==> config.mk <==
export PLATFORM = sky130hd
export DESIGN_NAME = line_rasterizer
export DESIGN_NICKNAME = d
export VERILOG_FILES = /design/src/lr_pkg.sv /design/src/lr_front.sv /design/src/lr_queue.sv /design/src/lr_back.sv /design/src/line_rasterizer.sv
export SDC_FILE = /design/constraint.sdc
export NUM_CORES = 1
export LEC_CHECK = 0
export BUFFER_PORTS_ARGS = -buffer_cell sky130_fd_sc_hd__buf_2
export CAP_MARGIN = 20
export CORE_ASPECT_RATIO = 1.5
export CORE_MARGIN = 2
export CORE_UTILIZATION = 54
export CTS_CLUSTER_DIAMETER = 40
export CTS_CLUSTER_SIZE = 24
export DETAILED_ROUTE_END_ITERATION = 6
export GPL_TIMING_DRIVEN = 0
export PLACE_DENSITY_LB_ADDON = 0.1
export SLEW_MARGIN = 10
export SYNTH_ARGS = -nofsm -noshare
export SYNTH_HDL_FRONTEND = slang
export SYNTH_SLANG_ARGS = --single-unit
==> constraint.sdc <==
create_clock -name clk -period 5.57 [get_ports clk]
set_input_delay 0 -clock clk [delete_from_list [all_inputs] [get_ports clk]]
set_output_delay 0 -clock clk [all_outputs]
set_load 0.05 [all_outputs]
==> src/lr_pkg.sv <==
// Shared constants and types for the line rasterizer.
// No dependencies; every other file of the block imports this package.
package lr_pkg;

	// Default coordinate width and fixed field widths
	localparam int COORD_BITS_DEF = 10;
	localparam int SIZE_BITS      = 11;
	localparam int COLOR_BITS     = 16;

	// Command queue between front and back
	localparam int QUEUE_DEPTH_DEF = 4;

	// Configuration port
	localparam int APB_ADDR_BITS = 3;
	localparam int APB_DATA_BITS = 32;

	// Screen size after reset
	localparam logic [SIZE_BITS-1:0] WIDTH_RESET  = 11'd320;
	localparam logic [SIZE_BITS-1:0] HEIGHT_RESET = 11'd240;

	// Register index (word address bit)
	typedef enum logic {
		REG_WIDTH  = 1'b0,
		REG_HEIGHT = 1'b1
	} reg_idx_t;

	// Input operation codes
	typedef enum logic {
		OP_LOAD = 1'b0,
		OP_STEP = 1'b1
	} op_t;

endpackage

==> src/lr_front.sv <==
// Front part of the line rasterizer: classifies a load transaction and
// derives the Bresenham setup (major axis, ordering, deltas). Uses lr_pkg.
module lr_front #(
	parameter int COORD_BITS = lr_pkg::COORD_BITS_DEF
) (
	input  logic [COORD_BITS-1:0] start_x,
	input  logic [COORD_BITS-1:0] start_y,
	input  logic [COORD_BITS-1:0] end_x,
	input  logic [COORD_BITS-1:0] end_y,
	output logic                  steep,
	output logic [COORD_BITS-1:0] major_pos,
	output logic [COORD_BITS-1:0] major_end,
	output logic [COORD_BITS-1:0] minor_pos,
	output logic [COORD_BITS-1:0] major_delta,
	output logic [COORD_BITS-1:0] minor_delta,
	output logic                  minor_down
);
	import lr_pkg::*;

	logic [COORD_BITS-1:0] span_x;
	logic [COORD_BITS-1:0] span_y;
	logic [COORD_BITS-1:0] a_maj, a_min, b_maj, b_min;
	logic [COORD_BITS-1:0] minor_end;
	logic                  swap;

	// Measure the extent of each axis
	assign span_x = (start_x > end_x) ? (start_x - end_x) : (end_x - start_x);
	assign span_y = (start_y > end_y) ? (start_y - end_y) : (end_y - start_y);

	// Pick the major axis
	assign steep = span_y > span_x;
	assign a_maj = steep ? start_y : start_x;
	assign a_min = steep ? start_x : start_y;
	assign b_maj = steep ? end_y : end_x;
	assign b_min = steep ? end_x : end_y;

	// Order endpoints so the major coordinate rises
	assign swap      = a_maj > b_maj;
	assign major_pos = swap ? b_maj : a_maj;
	assign major_end = swap ? a_maj : b_maj;
	assign minor_pos = swap ? b_min : a_min;
	assign minor_end = swap ? a_min : b_min;

	// Deltas follow from the axis extents
	assign major_delta = steep ? span_y : span_x;
	assign minor_delta = steep ? span_x : span_y;
	assign minor_down  = minor_pos >= minor_end;

endmodule

==> src/lr_queue.sv <==
// Short command queue between the front and back parts of the rasterizer.
// Generic data width; uses lr_pkg for the default depth.
module lr_queue #(
	parameter int DATA_W = 8,
	parameter int DEPTH  = lr_pkg::QUEUE_DEPTH_DEF
) (
	input  logic              clk,
	input  logic              arst_n,
	input  logic              push,
	input  logic [DATA_W-1:0] push_data,
	output logic              full,
	input  logic              pop,
	output logic              not_empty,
	output logic [DATA_W-1:0] pop_data
);
	import lr_pkg::*;

	localparam int PTR_W = (DEPTH > 1) ? $clog2(DEPTH) : 1;
	localparam int CNT_W = $clog2(DEPTH + 1);
	localparam logic [PTR_W-1:0] LAST_PTR = PTR_W'(DEPTH - 1);
	localparam logic [CNT_W-1:0] FULL_CNT = CNT_W'(DEPTH);

	logic [DATA_W-1:0] entries_q [DEPTH];
	logic [PTR_W-1:0]  wr_ptr_q;
	logic [PTR_W-1:0]  rd_ptr_q;
	logic [CNT_W-1:0]  count_q;
	logic              do_push;
	logic              do_pop;

	assign full      = count_q == FULL_CNT;
	assign not_empty = count_q != '0;
	assign pop_data  = entries_q[rd_ptr_q];
	assign do_push   = push && !full;
	assign do_pop    = pop && not_empty;

	// Store pushed entries
	always_ff @(posedge clk) begin
		if (do_push) begin
			entries_q[wr_ptr_q] <= push_data;
		end
	end

	// Advance pointers and occupancy
	always_ff @(posedge clk or negedge arst_n) begin
		if (!arst_n) begin
			wr_ptr_q <= '0;
			rd_ptr_q <= '0;
			count_q  <= '0;
		end else begin
			if (do_push) begin
				wr_ptr_q <= (wr_ptr_q == LAST_PTR) ? '0 : wr_ptr_q + 1'b1;
			end
			if (do_pop) begin
				rd_ptr_q <= (rd_ptr_q == LAST_PTR) ? '0 : rd_ptr_q + 1'b1;
			end
			if (do_push && !do_pop) begin
				count_q <= count_q + 1'b1;
			end else if (do_pop && !do_push) begin
				count_q <= count_q - 1'b1;
			end
		end
	end

endmodule

==> src/lr_back.sv <==
// Back part of the line rasterizer: holds the active line, steps the
// Bresenham error term and drives the pixel output register. Uses lr_pkg.
module lr_back #(
	parameter int COORD_BITS = lr_pkg::COORD_BITS_DEF
) (
	input  logic                          clk,
	input  logic                          arst_n,
	// command from the queue
	input  logic                          cmd_valid,
	output logic                          cmd_pop,
	input  logic                          cmd_op,
	input  logic                          cmd_steep,
	input  logic [COORD_BITS-1:0]         cmd_major_pos,
	input  logic [COORD_BITS-1:0]         cmd_major_end,
	input  logic [COORD_BITS-1:0]         cmd_minor_pos,
	input  logic [COORD_BITS-1:0]         cmd_major_delta,
	input  logic [COORD_BITS-1:0]         cmd_minor_delta,
	input  logic                          cmd_minor_down,
	input  logic [lr_pkg::COLOR_BITS-1:0] cmd_color,
	// screen size
	input  logic [lr_pkg::SIZE_BITS-1:0]  screen_width,
	input  logic [lr_pkg::SIZE_BITS-1:0]  screen_height,
	// pixel output
	output logic                          out_valid,
	input  logic                          out_ready,
	output logic [COORD_BITS-1:0]         pixel_x,
	output logic [COORD_BITS-1:0]         pixel_y,
	output logic [lr_pkg::COLOR_BITS-1:0] pixel_color,
	output logic                          on_screen,
	output logic                          last_pixel
);
	import lr_pkg::*;

	localparam int ERR_W = COORD_BITS + 2;
	localparam int CMP_W = (COORD_BITS > SIZE_BITS) ? COORD_BITS : SIZE_BITS;

	// Line state
	logic                  active_q;
	logic                  steep_q;
	logic [COORD_BITS-1:0] major_pos_q;
	logic [COORD_BITS-1:0] major_end_q;
	logic [COORD_BITS-1:0] minor_pos_q;
	logic [COORD_BITS-1:0] major_delta_q;
	logic [COORD_BITS-1:0] minor_delta_q;
	logic [ERR_W-1:0]      err_q;
	logic                  minor_down_q;
	logic [COLOR_BITS-1:0] color_q;

	// Output register
	logic                  out_valid_q;
	logic [COORD_BITS-1:0] pixel_x_q;
	logic [COORD_BITS-1:0] pixel_y_q;
	logic [COLOR_BITS-1:0] pixel_color_q;
	logic                  on_screen_q;
	logic                  last_pixel_q;

	logic                  is_load;
	logic                  emit;
	logic                  out_free;
	logic                  last;
	logic [COORD_BITS-1:0] px;
	logic [COORD_BITS-1:0] py;
	logic                  in_bounds;
	logic [ERR_W-1:0]      err_dec;
	logic [ERR_W-1:0]      err_inc;

	// Decide whether the head command can retire this cycle
	assign is_load  = cmd_op == OP_LOAD;
	assign emit     = cmd_valid && !is_load && active_q;
	assign out_free = !out_valid_q || out_ready;
	assign cmd_pop  = cmd_valid && (!emit || out_free);

	// Form the current pixel
	assign last      = major_pos_q >= major_end_q;
	assign px        = steep_q ? minor_pos_q : major_pos_q;
	assign py        = steep_q ? major_pos_q : minor_pos_q;
	assign in_bounds = (CMP_W'(px) < CMP_W'(screen_width)) &&
	                   (CMP_W'(py) < CMP_W'(screen_height));

	// Error term update
	assign err_dec = err_q - ERR_W'(minor_delta_q);
	assign err_inc = err_dec + ERR_W'(major_delta_q);

	// Load or advance the line
	always_ff @(posedge clk) begin
		if (cmd_pop && is_load) begin
			steep_q       <= cmd_steep;
			major_pos_q   <= cmd_major_pos;
			major_end_q   <= cmd_major_end;
			minor_pos_q   <= cmd_minor_pos;
			major_delta_q <= cmd_major_delta;
			minor_delta_q <= cmd_minor_delta;
			minor_down_q  <= cmd_minor_down;
			color_q       <= cmd_color;
			err_q         <= ERR_W'(cmd_major_delta >> 1);
		end else if (cmd_pop && emit && !last) begin
			major_pos_q <= major_pos_q + 1'b1;
			if (err_dec[ERR_W-1]) begin
				err_q       <= err_inc;
				minor_pos_q <= minor_down_q ? minor_pos_q - 1'b1 : minor_pos_q + 1'b1;
			end else begin
				err_q <= err_dec;
			end
		end
	end

	// Track the active line
	always_ff @(posedge clk or negedge arst_n) begin
		if (!arst_n) begin
			active_q <= 1'b0;
		end else if (cmd_pop && is_load) begin
			active_q <= 1'b1;
		end else if (cmd_pop && emit && last) begin
			active_q <= 1'b0;
		end
	end

	// Capture the pixel into the output register
	always_ff @(posedge clk) begin
		if (cmd_pop && emit) begin
			pixel_x_q     <= px;
			pixel_y_q     <= py;
			pixel_color_q <= color_q;
			on_screen_q   <= in_bounds;
			last_pixel_q  <= last;
		end
	end

	// Hold the output transaction until taken
	always_ff @(posedge clk or negedge arst_n) begin
		if (!arst_n) begin
			out_valid_q <= 1'b0;
		end else begin
			out_valid_q <= (cmd_pop && emit) || (out_valid_q && !out_ready);
		end
	end

	assign out_valid   = out_valid_q;
	assign pixel_x     = pixel_x_q;
	assign pixel_y     = pixel_y_q;
	assign pixel_color = pixel_color_q;
	assign on_screen   = on_screen_q;
	assign last_pixel  = last_pixel_q;

endmodule

==> src/line_rasterizer.sv <==
// Top level of the Bresenham line rasterizer: configuration registers,
// front setup, command queue and back stepper. Uses lr_pkg and lr_* modules.
//
//   channel   | handshake             | contents
//   ----------+-----------------------+--------------------------------------
//   input     | in_valid / in_ready   | operation, start/end points, color
//   output    | out_valid / out_ready | pixel_x/y, pixel_color, flags
//   config    | APB psel/penable      | screen_width (0x0), screen_height (0x4)
//
// One transaction per cycle sustained while the queue has room: the front
// computes the setup of a load in the cycle it is accepted, and the back
// retires one queued command per cycle, a step's pixel being registered into
// the output register as it leaves the queue. The error-term update in the
// back is combinational. in_ready drops only when the four-entry queue is
// full; a pixel waiting in the output register holds a step at the queue head
// until it is taken. Reset clears the queue, the active line and the output
// valid; screen size returns to 320 x 240.
module line_rasterizer #(
	parameter int COORD_BITS  = lr_pkg::COORD_BITS_DEF,
	parameter int QUEUE_DEPTH = lr_pkg::QUEUE_DEPTH_DEF
) (
	input  logic                             clk,
	input  logic                             arst_n,
	// input channel
	input  logic                             in_valid,
	output logic                             in_ready,
	input  logic                             operation,
	input  logic [COORD_BITS-1:0]            start_x,
	input  logic [COORD_BITS-1:0]            start_y,
	input  logic [COORD_BITS-1:0]            end_x,
	input  logic [COORD_BITS-1:0]            end_y,
	input  logic [lr_pkg::COLOR_BITS-1:0]    line_color,
	// output channel
	output logic                             out_valid,
	input  logic                             out_ready,
	output logic [COORD_BITS-1:0]            pixel_x,
	output logic [COORD_BITS-1:0]            pixel_y,
	output logic [lr_pkg::COLOR_BITS-1:0]    pixel_color,
	output logic                             on_screen,
	output logic                             last_pixel,
	// configuration port
	input  logic                             psel,
	input  logic                             penable,
	input  logic                             pwrite,
	input  logic [lr_pkg::APB_ADDR_BITS-1:0] paddr,
	input  logic [lr_pkg::APB_DATA_BITS-1:0] pwdata,
	output logic [lr_pkg::APB_DATA_BITS-1:0] prdata,
	output logic                             pready
);
	import lr_pkg::*;

	localparam int ENTRY_W = 3 + 5 * COORD_BITS + COLOR_BITS;

	logic [SIZE_BITS-1:0]  width_q;
	logic [SIZE_BITS-1:0]  height_q;
	logic                  cfg_write;
	reg_idx_t              reg_sel;

	logic                  f_steep;
	logic [COORD_BITS-1:0] f_major_pos, f_major_end, f_minor_pos;
	logic [COORD_BITS-1:0] f_major_delta, f_minor_delta;
	logic                  f_minor_down;

	logic [ENTRY_W-1:0]    push_data;
	logic [ENTRY_W-1:0]    pop_data;
	logic                  q_full;
	logic                  q_not_empty;
	logic                  q_pop;

	// Configuration registers
	assign pready    = 1'b1;
	assign reg_sel   = reg_idx_t'(paddr[2]);
	assign cfg_write = psel && penable && pwrite;

	always_ff @(posedge clk or negedge arst_n) begin
		if (!arst_n) begin
			width_q  <= WIDTH_RESET;
			height_q <= HEIGHT_RESET;
		end else if (cfg_write) begin
			case (reg_sel)
				REG_WIDTH:  width_q  <= pwdata[SIZE_BITS-1:0];
				REG_HEIGHT: height_q <= pwdata[SIZE_BITS-1:0];
				default:    ;
			endcase
		end
	end

	// Register readback
	always_comb begin
		case (reg_sel)
			REG_WIDTH:  prdata = APB_DATA_BITS'(width_q);
			REG_HEIGHT: prdata = APB_DATA_BITS'(height_q);
			default:    prdata = '0;
		endcase
	end

	// Front: line setup
	lr_front #(
		.COORD_BITS (COORD_BITS)
	) u_front (
		.start_x     (start_x),
		.start_y     (start_y),
		.end_x       (end_x),
		.end_y       (end_y),
		.steep       (f_steep),
		.major_pos   (f_major_pos),
		.major_end   (f_major_end),
		.minor_pos   (f_minor_pos),
		.major_delta (f_major_delta),
		.minor_delta (f_minor_delta),
		.minor_down  (f_minor_down)
	);

	// Queue the classified command
	assign in_ready  = !q_full;
	assign push_data = {operation, f_steep, f_minor_down, f_major_pos, f_major_end,
	                    f_minor_pos, f_major_delta, f_minor_delta, line_color};

	lr_queue #(
		.DATA_W (ENTRY_W),
		.DEPTH  (QUEUE_DEPTH)
	) u_queue (
		.clk       (clk),
		.arst_n    (arst_n),
		.push      (in_valid),
		.push_data (push_data),
		.full      (q_full),
		.pop       (q_pop),
		.not_empty (q_not_empty),
		.pop_data  (pop_data)
	);

	// Back: step the line and emit pixels
	lr_back #(
		.COORD_BITS (COORD_BITS)
	) u_back (
		.clk             (clk),
		.arst_n          (arst_n),
		.cmd_valid       (q_not_empty),
		.cmd_pop         (q_pop),
		.cmd_op          (pop_data[ENTRY_W-1]),
		.cmd_steep       (pop_data[ENTRY_W-2]),
		.cmd_minor_down  (pop_data[ENTRY_W-3]),
		.cmd_major_pos   (pop_data[COLOR_BITS+5*COORD_BITS-1 -: COORD_BITS]),
		.cmd_major_end   (pop_data[COLOR_BITS+4*COORD_BITS-1 -: COORD_BITS]),
		.cmd_minor_pos   (pop_data[COLOR_BITS+3*COORD_BITS-1 -: COORD_BITS]),
		.cmd_major_delta (pop_data[COLOR_BITS+2*COORD_BITS-1 -: COORD_BITS]),
		.cmd_minor_delta (pop_data[COLOR_BITS+COORD_BITS-1 -: COORD_BITS]),
		.cmd_color       (pop_data[COLOR_BITS-1:0]),
		.screen_width    (width_q),
		.screen_height   (height_q),
		.out_valid       (out_valid),
		.out_ready       (out_ready),
		.pixel_x         (pixel_x),
		.pixel_y         (pixel_y),
		.pixel_color     (pixel_color),
		.on_screen       (on_screen),
		.last_pixel      (last_pixel)
	);

endmodule
# Word-level counts from Yosys, hierarchy flattened
# Memories as Yosys holds them, arrays and structs flattened.
# Index checks and enable logic that the tools add are counted.
dict set report classes {
  n_addsub 13
  order_cmp 8
  eq_ne 3
  n_mux 32
  n_bitwise 2
  n_reduce_logical 33
}
# op count
set ops {}
lappend ops {{$mux 10} 20}
lappend ops {{$pmux 32 s2} 1}
lappend ops {{$gt 10x10->1} 4}
lappend ops {{$sub 10x10->10} 4}
lappend ops {{$lt 10x11->1} 2}
lappend ops {{$add 10x1->10 const B} 2}
lappend ops {{$ge 10x10->1} 2}
lappend ops {{$mux 9} 2}
lappend ops {{$logic_and 1x1->1} 15}
lappend ops {{$add 12x10->12} 1}
lappend ops {{$mux 12} 1}
lappend ops {{$sub 12x10->12} 1}
lappend ops {{$sub 10x1->10 const B} 1}
lappend ops {{$reduce_bool 2->1} 4}
lappend ops {{$logic_not 1->1} 7}
lappend ops {{$mux 3} 2}
lappend ops {{$reduce_and 2->1} 3}
lappend ops {{$add 2x1->2 const B} 2}
lappend ops {{$eq 2x2->1 const B} 2}
lappend ops {{$mux 1} 4}
lappend ops {{$mux 2} 2}
lappend ops {{$add 3x1->3 const B} 1}
lappend ops {{$eq 3x3->1 const B} 1}
lappend ops {{$logic_or 1x1->1} 3}
lappend ops {{other kinds (3)} 4}
dict set report totals {
  ff_bits 149
  mem_bits_rw 276
  input_bits 99
  output_inout_bits 73
  wordCells 114
  memories 1
}
# memory words word_bits rd rd_clocked_by_memory_dff wr line
set mem_list {}
lappend mem_list {u_queue.entries_q 4 69 1 0 1 lr_queue.sv:23} ;# logic [DATA_W-1:0] entries_q [DEPTH];

# Depth between registers and ports, before layout
# Gate-level depths: netlist of run 1.
dict set report logic_depth {
  depth_word 10
  depth_mapped 38
  ltp_nobuf 34
}

# Modules after synthesis
# From an unflattened synthesis of run 1, not the netlist that was laid out.
dict set report unflattened {
  cells_unflattened 1534
  hier_area_um2 21769.6
}
# module n_inst cells_per_inst area_per_inst_um2 seq_area_each_um2
set by_module_without_submodules {}
lappend by_module_without_submodules {lr_queue 1 398 10487.6 8463.1}
lappend by_module_without_submodules {lr_back 1 539 6433.7 3563.4}
lappend by_module_without_submodules {lr_front 1 512 3603.5 0.0}
lappend by_module_without_submodules {line_rasterizer 1 85 1244.9 558.0}

# Least setup slack after synthesis of run 1
# Ideal clock, no wire load.
dict set report synth_timing {
  path_kind {in2reg}
  from {in start_y[0]}
  to {mem u_queue.entries_q[0][66] (netlist name), data pin}
  setup_time_ps 286
  arrival_ps 7032
  required_time_ps 5284
  path_slack_ps -1747
  cell_stages 37
  n_path_buf 4
  cell_sequence {inv_1 -> ha_1 -> inv_1 -> fa_1 -> a211oi_1 -> o21ai_0 -> a32oi_2 -> buf_6 -> mux2i_1 -> xor2_1 -> ha_1 -> a21o_1 -> a21o_1 -> a221o_1 -> a221oi_1 -> a211oi_1 -> buf_6 -> buf_6 -> mux2i_1 -> inv_1 -> ha_1 -> nor2b_1 -> o21a_1 -> o21a_1 -> o21a_1 -> o21a_1 -> o31ai_2 -> buf_2 -> mux2_2 -> ha_1 -> nand2b_1 -> a21o_1 -> a21o_1 -> a211oi_1 -> o21bai_1 -> a31oi_1 -> o21ai_0}
}
dict set report synth_via {
  elab_chain_len 7
  elab_cells_between_ends 13
  cone_classes {add/sub: 2; order compare: 4; mux: 7}
}
# element line
set synth_rtl {}
lappend synth_rtl {{start: declaration} line_rasterizer.sv:29} ;# input logic [COORD_BITS-1:0] start_y,
lappend synth_rtl {{$sub 10x10->10 or $gt 10x10->1 (tied branches)} lr_front.sv:28} ;# assign span_y = (start_y > end_y) ? (start_y - end_y) : (end_y - start_y);
lappend synth_rtl {{$mux 10} lr_front.sv:28}
lappend synth_rtl {{$gt 10x10->1} lr_front.sv:31} ;# assign steep = span_y > span_x;
lappend synth_rtl {{$mux 10 (on tied branches)} {lr_front.sv:32, lr_front.sv:34}}
lappend synth_rtl {{$gt 10x10->1} lr_front.sv:38} ;# assign swap = a_maj > b_maj;
lappend synth_rtl {{$mux 10 (on tied branches)} {lr_front.sv:41, lr_front.sv:42}}
lappend synth_rtl {{$ge 10x10->1 *} lr_front.sv:47} ;# assign minor_down = minor_pos >= minor_end;
lappend synth_rtl {{net f_minor_down} line_rasterizer.sv:62} ;# logic f_minor_down;
lappend synth_rtl {{end: declaration} lr_queue.sv:23}
# Mark *: on every way through the listed nets, which the timed path passes. The rest lies on a longest branch.

# Worst setup path in the final report of run 1
dict set report layout_timing {
  from {in start_y[0]}
  to {mem u_queue.entries_q[1][66] (netlist name), data pin}
}
# Same word-level chain as after synthesis.

==> qor.yml, run 1 <==
whs_ps: 50.0
grt.total_usage_pct: 23.6
reg2regPathDepth: 14
htree_levels: 2
detail-route-antenna-nets: 0
final_hold_viol_count: 0
area_delta_synth_final_pct: 21.6
syn_inst: 1500
p_seq_share_pct: 31.5
regArea_sq_mm: 0.0126
crit_path_start_kind: "input port"
die_w_um: 167
first_global_vias: 13600
violations: "negative setup slack"
cts_buffers: 39
drive_above_1_share_pct: 29.8
cp-startpoint: "start_y[0]"
cts_tree: "done"
worst_slack_ps: -1320
timing.slew.headroom_pct: 37.5
status: "complete, but fails checks"
vias: 13200
grt_max_degree: 58
hold_start: "end_y[0]"
avgSynthCellArea_sq_um: 14.3
setup.worst_path.class: "input port to flip-flop"
crit_slowest_cell: "fa_2"
hp-class: "input port to flip-flop"
cts_max_path_buffers: 3
finalSetupViolCount: 120
yosys_most_used_dff: "edfxtp_1"
rows: 89
clock-sinks: 425
port_buffers: 126
grt_overflow_total: 0
arrival_ps: 7150
worstMarginPinSlew_ps: 937
stdcell_area_sq_mm: 0.0262
fmax_ghz: 0.145
rrSetupSlack_ps: 1940
gp_congestion: 0.910
drt_iter0_markers: 829
cp_slowest_stage_delay_ps: 380
required_ps: 5840
drv_cap: 0
path_clk_slew_ps: 80
cp_top_family: "compound AO/OA/AOI/OAI gates"
power_density_mw_per_mm2: 709
switching_share_pct: 39.6
io_pins: 172
r2r-start: "u_back.err_q[0]$_DFFE_PP_"
ys_types: 70
yosysWarnings: 0
nets: 2017
pwr-share-comb_pct: 53.3
worstSetupPathDepth: 38
insertion_delay_ps: 550
dpl_cell_area_sq_mm: 0.0234
hpwl_um: 35200
cp.buffers_inverters: 8
wl_um: 48900
cts-root-buf: "clkbuf_16"
rsz0062_at_grt: "yes"
endpoint_kind: "flip-flop"
mappedNetlistArea_sq_mm: 0.0215
fp.dieH_um: 249
antenna_cells: 0
finalWorstPathRequiredPeriod_ps: 6890
worstReg2RegEnd: "u_back.err_q[10]$_SDFFE_PP0P_"
fillers: 2837
start_util_pct: 54.8
critical_path.endpoint: "u_queue.entries_q[1][66]$_DFFE_PP_"
drcViolationCount: 0
fin_crit_sh_pct: 124
synth_edf_count: 391
slew_violations: 0
ys_async_sr_fraction_pct: 7.29
ir_worst_vdd_uv: 679
dr.pass1.iters: 5
die-area_sq_mm: 0.0415
grt_pass1_wl_um: 75600
worst-path-max-fanout: 8
finClkSkew_ps: 29.0
viasPerCell: 5.71
utilization_pct: 66.6
ys_seq_area_share_pct: 58.5
core_area_sq_mm: 0.0393
pwr-share-clk_pct: 15.2
p_int_w: 0.0112
post_drt_wl_per_cell_um: 21.2
antenna_found_initial: 0
p_switching_w: 0.00735
fin_tns_setup_ps: -24950
multi_input_area_sq_mm: 0.00895
p_leak_nw: 10.2
ys_seq_elements: 425
[cell usage after synthesis (all sizes together) (8+ instances only)]
master,count,share of area (%)
nor3,14,0.35
o21a,9,0.31
edfxtp,391,55
mux4,69,7.2
buf,48,1.5
a21oi,60,1.4
o21ai,56,1.3
dfrtp,25,2.9
o211ai,8,0.28
fa,8,0.74
mux2,54,2.8
nand2,65,1.1
and3,10,0.29
clkbuf,22,0.39
a21o,32,1.1
ha,131,7.6
nand4,12,0.35
nor2b,11,0.32
nor2,51,0.89
inv,131,2.3
and2,12,0.35
xor2,21,0.85
xnor2,25,1.0
mux2i,105,4.9
nand2b,15,0.44
a211oi,9,0.31
nand3,21,0.49
[registers in the layout (all words and copies together) (netlist names), 11 cells and up]
signal              cells
width_q                11
u_back.pixel_color     16
u_back.err_q           12
u_queue.entries_q     276
height_q               11
u_back.color_q         16
[worst min-delay path by stage]
stage,end,depth (start not counted)
5_1_grt,u_queue.entries_q[2][16]$_DFFE_PP_,3
6_report,u_queue.entries_q[1][16]$_DFFE_PP_,3
3_5_place_dp,width_q[1]$_DFFE_PN0P_,1
2_1_floorplan,height_q[0]$_DFFE_PN0P_,0
4_1_cts,u_back.active_q$_DFFE_PN0P_,2
3_3_place_gp,u_back.out_valid$_DFF_PN0_,1
[power groups by stage]
stage,Combinational [W],Clock [W],Sequential [W]
after floorplan,0.00611,0,0.00631
after global placement,0.00854,0,0.00593
after detailed placement,0.00884,0,0.00592
after CTS,0.00933,0.00288,0.00585
after global routing,0.0108,0.00300,0.00595
final,0.00989,0.00283,0.00584
[kinds of logic after synthesis]
| family | count (synthesis) | share of synthesized area [%] |
|---|---|---|
| AO/OA/AOI/OAI | 229 | 6.90 |
| XOR/XNOR | 46 | 1.87 |
| adder cells (fa/ha/maj) | 139 | 8.36 |
| buffers and inverters | 202 | 4.18 |
| flip-flops | 425 | 58.5 |
| multiplexers | 228 | 15.0 |
| other | 2 | 0.0349 |
| AND/OR/NAND/NOR | 229 | 5.23 |
[what timing repair did]
item                       CTS  global route
hold buffers                33             0
buffers inserted            37            17
pin swaps                   14            25
gates resized for setup     54            78
hold endpoints to repair   124             0
setup endpoints to repair  124           124
[area by class of cell]
cell class                 count  area share [%]
sequential                   425            48.1
multi-input combinational    893            34.2
timing repair buffer         218            6.17
clock buffer                  43            3.95
tap                          500            2.39
buffer                        70            1.99
inverter                     132            1.98
clock inverter                27            1.29
[metrics by stage]
stage / power, W / setup slack, ps / cells
after floorplan: 0.0124 / -1160 / 1520
after global placement: 0.0145 / -2390 / 2146
after detailed placement: 0.0148 / -2460 / 2151
after CTS: 0.0181 / -1300 / 2290
after global routing: 0.0197 / -1570 / 2308
final: 0.0186 / -1320 / 2308
[metal layers]
layer  track usage [%]  part of all wire [%]  wire [um]  vias up
li1                  -                     -          -     6195
met1              28.1                    39      18900     6541
met2              43.4                    53      26100      362
met3              2.91                   4.3       2100       91
met4              8.89                   3.6       1750        0
met5                 0                     0          0        -
[worst min-delay path, stage by stage]
cell and delay [ps]:
buf_4 120, ha_4 170, mux2i_1 110
[cells in the final DEF (no fill, tap or decap), types with 22 or more instances in the layout]
master and count:
ha_1 114, a21o_1 32, nand2_1 65, buf_4 74
o21ai_0 53, dlygate4sd3_1 33, inv_1 120, dfrtp_1 25
mux2i_4 31, edfxtp_1 391, mux2i_1 64, clkbuf_16 41
nor2_1 51, buf_2 124, conb_1 22, mux4_2 69
mux2_2 53, a21oi_1 59
Note: power is estimated with default switching activity, not from simulation.
==> run 2, diff against run 1 <==
clock period = 8.8 ns   (was 5.57 ns; I/O delays follow)
==> qor.yml, run 2 (synthesized netlist as in run 1, its figures left out) <==
fillers: 2974  # +4.8%
nets: 1965  # -2.6%
timing.slew.headroom_pct: 36.5  # -1.0 points
largest_reg_flops: 276  # unchanged
wl_um: 48000  # -1.9%
worstMarginPinSlew_ps: 952  # +15.1 ps
grt_overflow_total: 0  # unchanged
hpwl_um: 35700  # +1.5%
arrival_ps: 8380  # +1230 ps
antenna_found_initial: 0  # unchanged
status: "finished, final reports clean"
dp_slack_ps: -473  # +1990 ps
final_common_cell: "edfxtp_1"
setup.worst_path.class: "input port to flip-flop"
largest-register: "u_queue.entries_q"
grt_pass1_wl_um: 74400  # -1.5%
fmax_ghz: 0.122
port_buffers: 126  # unchanged
p_leak_nw: 9.83  # -3.8%
cts-root-buf: "clkbuf_16"
pwr-share-clk_pct: 15.5  # +0.3 points
die_w_um: 167  # unchanged
p_switching_w: 0.00436  # -41%
finalSetupViolCount: 0  # -100%
core_area_sq_mm: 0.0393  # unchanged
path_clk_slew_ps: 70  # about the same
slew_violations: 0  # unchanged
fp.dieH_um: 249  # unchanged
rows: 89  # unchanged
worst-path-max-fanout: 10  # +2
worst_slack_ps: 613  # +1930 ps
fin_tns_setup_ps: 0  # +24950 ps
dr.pass1.iters: 5  # unchanged
htree_levels: 2  # unchanged
p_int_w: 0.00651  # -42%
drcViolationCount: 0  # unchanged
power_density_mw_per_mm2: 441  # -38%
area_delta_synth_final_pct: 14.6
ir_worst_vdd_uv: 363  # -46%
required_ps: 8990  # +3150 ps
antenna_cells: 0  # unchanged
fin_crit_sh_pct: 93.0
die-area_sq_mm: 0.0415  # unchanged
insertion_delay_ps: 540  # about the same
vias: 12900  # -2.0%
first_global_vias: 13500  # -0.38%
detail-route-antenna-nets: 0  # unchanged
cts_buffers: 38  # -2.6%
grt_max_degree: 58  # unchanged
drive_above_1_share_pct: 22.2  # -7.6 points
final_hold_viol_count: 0  # unchanged
finClkSkew_ps: 20.8  # -8.21 ps
drv_cap: 0  # unchanged
clock-sinks: 425  # unchanged
cp_slowest_stage_delay_ps: 410  # +30 ps
crit_path_start_kind: "input port"
grt.total_usage_pct: 23.3  # -0.23 points
cts_max_path_buffers: 3  # unchanged
pwr-share-comb_pct: 50.5  # -2.8 points
viasPerCell: 5.74  # +0.38%
multi_input_area_sq_mm: 0.00815  # -8.9%
finalWorstPathRequiredPeriod_ps: 8190
rsz0062_at_grt: "no"
post_cts_buffers: 0  # -100%
most-common-layout-cells: "391 x edfxtp_1, 139 x buf_2, 131 x ha_1"
cts_tree: "done"
gp_congestion: 0.941  # +3.4%
endpoint_kind: "flip-flop"
crit_slowest_cell: "fa_1"
drt_iter0_markers: 843  # +1.7%
start_util_pct: 54.8  # unchanged
regArea_sq_mm: 0.0126  # unchanged
hp-class: "input port to async pin"
p_seq_share_pct: 34.0  # +2.5 points
switching_share_pct: 40.1  # +0.48 points
io_pins: 172  # unchanged
post_drt_wl_per_cell_um: 21.3  # +0.48%
run 2: cell types whose count changed in the layout (fill, tap and decap cells not counted), moves of 9 or more:
| cell | previous run | this run |
|---|---|---|
| buf_2 | 124 | 139 |
| buf_4 | 74 | 26 |
| buf_6 | 14 | 4 |
| ha_1 | 114 | 131 |
| ha_4 | 17 | 0 |
| inv_1 | 120 | 129 |
| mux2i_1 | 64 | 102 |
| mux2i_4 | 31 | 0 |
run 2: final timing paths:
kind | from | endpoint | slack [ps] | cells after the start
min in group clk | start_y[3] | u_queue.entries_q[1][39]$_DFFE_PP_ | 160 | 3
hold / removal | arst_n | width_q[5]$_DFFE_PN0P_ | 100 | 2
setup / recovery | start_y[0] | u_queue.entries_q[0][66]$_DFFE_PP_ | 610 | 38
max in group asynchronous | arst_n | height_q[9]$_DFFE_PN0P_ | 8180 | 2
setup reg to reg | u_back.major_pos_q[0]$_DFFE_PP_ | u_back.major_pos_q[4]$_DFFE_PP_ | 5080 | 8
hold reg to reg | u_back.color_q[3]$_DFFE_PP_ | u_back.pixel_color[3]$_DFFE_PP_ | 420 | 0
run 2: metrics by stage:
step	hold WS, ps	std cells	instance area, sq um	utilization (%)	power (W)
finish	104	2254	24700	62.7	0.0109
global route	154	2254	24700	62.7	0.0116
CTS	86.8	2253	24600	62.6	0.0109
detailed placement	122	2152	23000	58.6	0.00921
global placement	103	2146	22900	58.1	0.00904
floorplan	-296	1520	21600	-	0.00768
run 2: metal layers:
| metal | routed length (um) | track usage [%] |
|---|---|---|
| met1 | 18400 | 27.0 |
| met2 | 25200 | 42.4 |
| met3 | 1910 | 3.18 |
| met4 | 2460 | 11.3 |
| met5 | 0 | 0 |
run 2: critical path, delay by kind of cell:
| kind | cells | cell delay, ps |
|---|---|---|
| AOI/OAI and AO/OA | 19 | 4210 |
| adders and majority gates | 5 | 1450 |
| buffers and inverters | 8 | 1220 |
| muxes | 3 | 870 |
| xor gates and xnor gates | 1 | 350 |
| and+or+nand+nor | 2 | 270 |
run 2: what timing repair did:
item / CTS / global route
setup endpoints to repair: 0 / 4
endpoints found under the hold margin: 124 / 0
gates resized for setup: 0 / 6
hold buffers: 34 / 0
run 2: power groups by stage:
stage               sequential (W)  clock [W]  combinational, W
detailed placement         0.00374          0           0.00546
global route               0.00377    0.00180           0.00606
CTS                        0.00370    0.00173           0.00551
global placement           0.00375          0           0.00528
floorplan                  0.00399          0           0.00369
finish                     0.00370    0.00168           0.00549
run 2: layout make-up:
class	instances	area share, %
inverters	132	2.01
well taps	500	2.54
clock buffers	42	4.00
flip-flops and latches	425	51.0
plain buffers	70	1.67
repair buffers	167	4.56
multi-input cells	893	33.1
clock inverters	25	1.15
==> run 3, diff against run 2 <==
clock period = 7.8 ns   (was 8.8 ns; I/O delays follow)
==> qor.yml, run 3 (synthesized netlist as in run 1, its figures left out) <==
largest_reg_flops: 276  # unchanged
timing.slew.headroom_pct: 37.5  # +0.98 points
worstMarginPinSlew_ps: 937  # -14.7 ps
cts-root-buf: "clkbuf_16"
drcViolationCount: 0  # unchanged
die_w_um: 167  # unchanged
gp_congestion: 0.941  # unchanged
dp.cells: 2152  # unchanged
power_density_mw_per_mm2: 497  # +13%
slew_violations: 0  # unchanged
final_cells: 2267  # +0.58%
cp_slowest_stage_delay_ps: 440  # +30 ps
path_clk_slew_ps: 70  # about the same
hp-class: "input port to async pin"
cts_buffers: 38  # unchanged
cp.buffers_inverters: 9  # +1
port_buffers: 126  # unchanged
first_global_vias: 13500  # +0.19%
antenna_cells: 0  # unchanged
endpoint_kind: "flip-flop"
wl_um: 48100  # +0.24%
drv_cap: 0  # unchanged
drive_above_1_share_pct: 23.7  # +1.4 points
arrival_ps: 7730  # -650 ps
total_power_w: 0.0124  # +14%
rrSetupSlack_ps: 4090  # -990 ps
grt_overflow_total: 0  # unchanged
finalWorstPathRequiredPeriod_ps: 7490
finClkSkew_ps: 18.2  # -2.65 ps
core_area_sq_mm: 0.0393  # unchanged
io_pins: 172  # unchanged
hpwl_um: 35700  # unchanged
grt_pass1_wl_um: 74400  # about the same
required_ps: 8040  # -950 ps
antenna_found_initial: 0  # unchanged
crit_path_start_kind: "input port"
most-common-layout-cells: "391 x edfxtp_1, 136 x buf_2, 131 x ha_1"
fp.dieH_um: 249  # unchanged
htree_levels: 2  # unchanged
fmax_ghz: 0.134
ir_worst_vdd_uv: 410  # +13%
status: "finished, final reports clean"
fillers: 2951  # -0.77%
finalSetupViolCount: 0  # unchanged
rows: 89  # unchanged
worst-path-max-fanout: 10  # unchanged
setup.worst_path.class: "input port to flip-flop"
final_hold_viol_count: 0  # unchanged
area_delta_synth_final_pct: 15.6
nets: 1978  # +0.66%
cts_max_path_buffers: 3  # unchanged
p_leak_nw: 9.91  # +0.91%
detail-route-antenna-nets: 0  # unchanged
final_common_cell: "edfxtp_1"
cts_tree: "done"
die-area_sq_mm: 0.0415  # unchanged
clock-sinks: 425  # unchanged
grt.total_usage_pct: 23.4  # about the same
start_util_pct: 54.8  # unchanged
cp_top_family: "compound AO/OA/AOI/OAI gates"
insertion_delay_ps: 540  # about the same
largest-register: "u_queue.entries_q"
post_drt_wl_per_cell_um: 21.2  # -0.33%
crit_slowest_cell: "or3_4"
viasPerCell: 5.71  # -0.37%
dr.pass1.iters: 6  # +1
fin_crit_sh_pct: 96.0
vias: 13000  # +0.20%
utilization_pct: 63.3  # +0.56 points
drt_iter0_markers: 824  # -2.3%
grt_max_degree: 58  # unchanged
## run 3: path summary, 6_finish.rpt
path                                                 startpoint                            endpoint  cells past startpoint
worst max-delay path                                 start_x[4]  u_queue.entries_q[0][66]$_DFFE_PP_                     38
worst min-delay path                                     arst_n              width_q[5]$_DFFE_PN0P_                      2
worst max register to register  u_back.major_pos_q[0]$_DFFE_PP_     u_back.major_pos_q[0]$_DFFE_PP_                      8
worst min register to register      u_back.color_q[3]$_DFFE_PP_     u_back.pixel_color[3]$_DFFE_PP_                      0
max in group asynchronous                                arst_n             height_q[9]$_DFFE_PN0P_                      2
min in group clk                                     start_y[1]  u_queue.entries_q[1][47]$_DFFE_PP_                      3
## run 3: where the power goes
part	internal (W)	leakage, nW	switching [W]
combinational	0.00248	5.28	0.00383
sequential	0.00388	4.02	0.000287
clock	0.00107	0.615	0.000832
total	0.00743	9.91	0.00495
## run 3: what timing repair did
action                     CTS  global route
gates resized for setup     14            16
pin swaps                    2             8
buffers inserted             1            14
hold buffers                34             0
hold endpoints to repair   124             0
setup endpoints to repair    4             4
## run 3: area by class of cell
class / instances / area (sq um) / share of cell area [%]
Sequential cell: 425 / 12600 / 50.6
Buffer: 68 / 427 / 1.71
Clock inverter: 25 / 283 / 1.14
Multi-Input combinational cell: 893 / 8250 / 33.1
Tap cell: 500 / 626 / 2.51
Clock buffer: 42 / 987 / 3.97
Timing Repair Buffer: 182 / 1240 / 4.97
Inverter: 132 / 495 / 1.99
## run 3: worst reg2reg max path, delay by kind of cell (launching register included)
kind,cells,cell delay (ps)
AO/OA/AOI/OAI,3,1390
buffers and inverters,2,810
flip-flops,1,510
AND/OR/NAND/NOR,2,340
adder cells (fa/ha/maj),1,270
## run 3: stage by stage
stage | setup slack (ps) | setup TNS, ps | instance area [sq um] | hold slack [ps]
6_report | 313 | 0 | 24900 | 107
4_1_cts | 31.7 | 0 | 24700 | 86.8
2_1_floorplan | 483 | 0 | 21600 | -296
3_5_place_dp | -1470 | -5890 | 23000 | 122
3_3_place_gp | -1330 | -5330 | 22900 | 103
5_1_grt | -18.4 | -71.9 | 24900 | 154
## run 3: layer usage
layer	part of all wire, %	global-route usage (%)	vias to the layer above
met3	4.4	3.22	128
met1	38	27.0	6357
met5	0	0	-
li1	-	-	6120
met4	5.3	11.6	0
met2	52	42.3	350
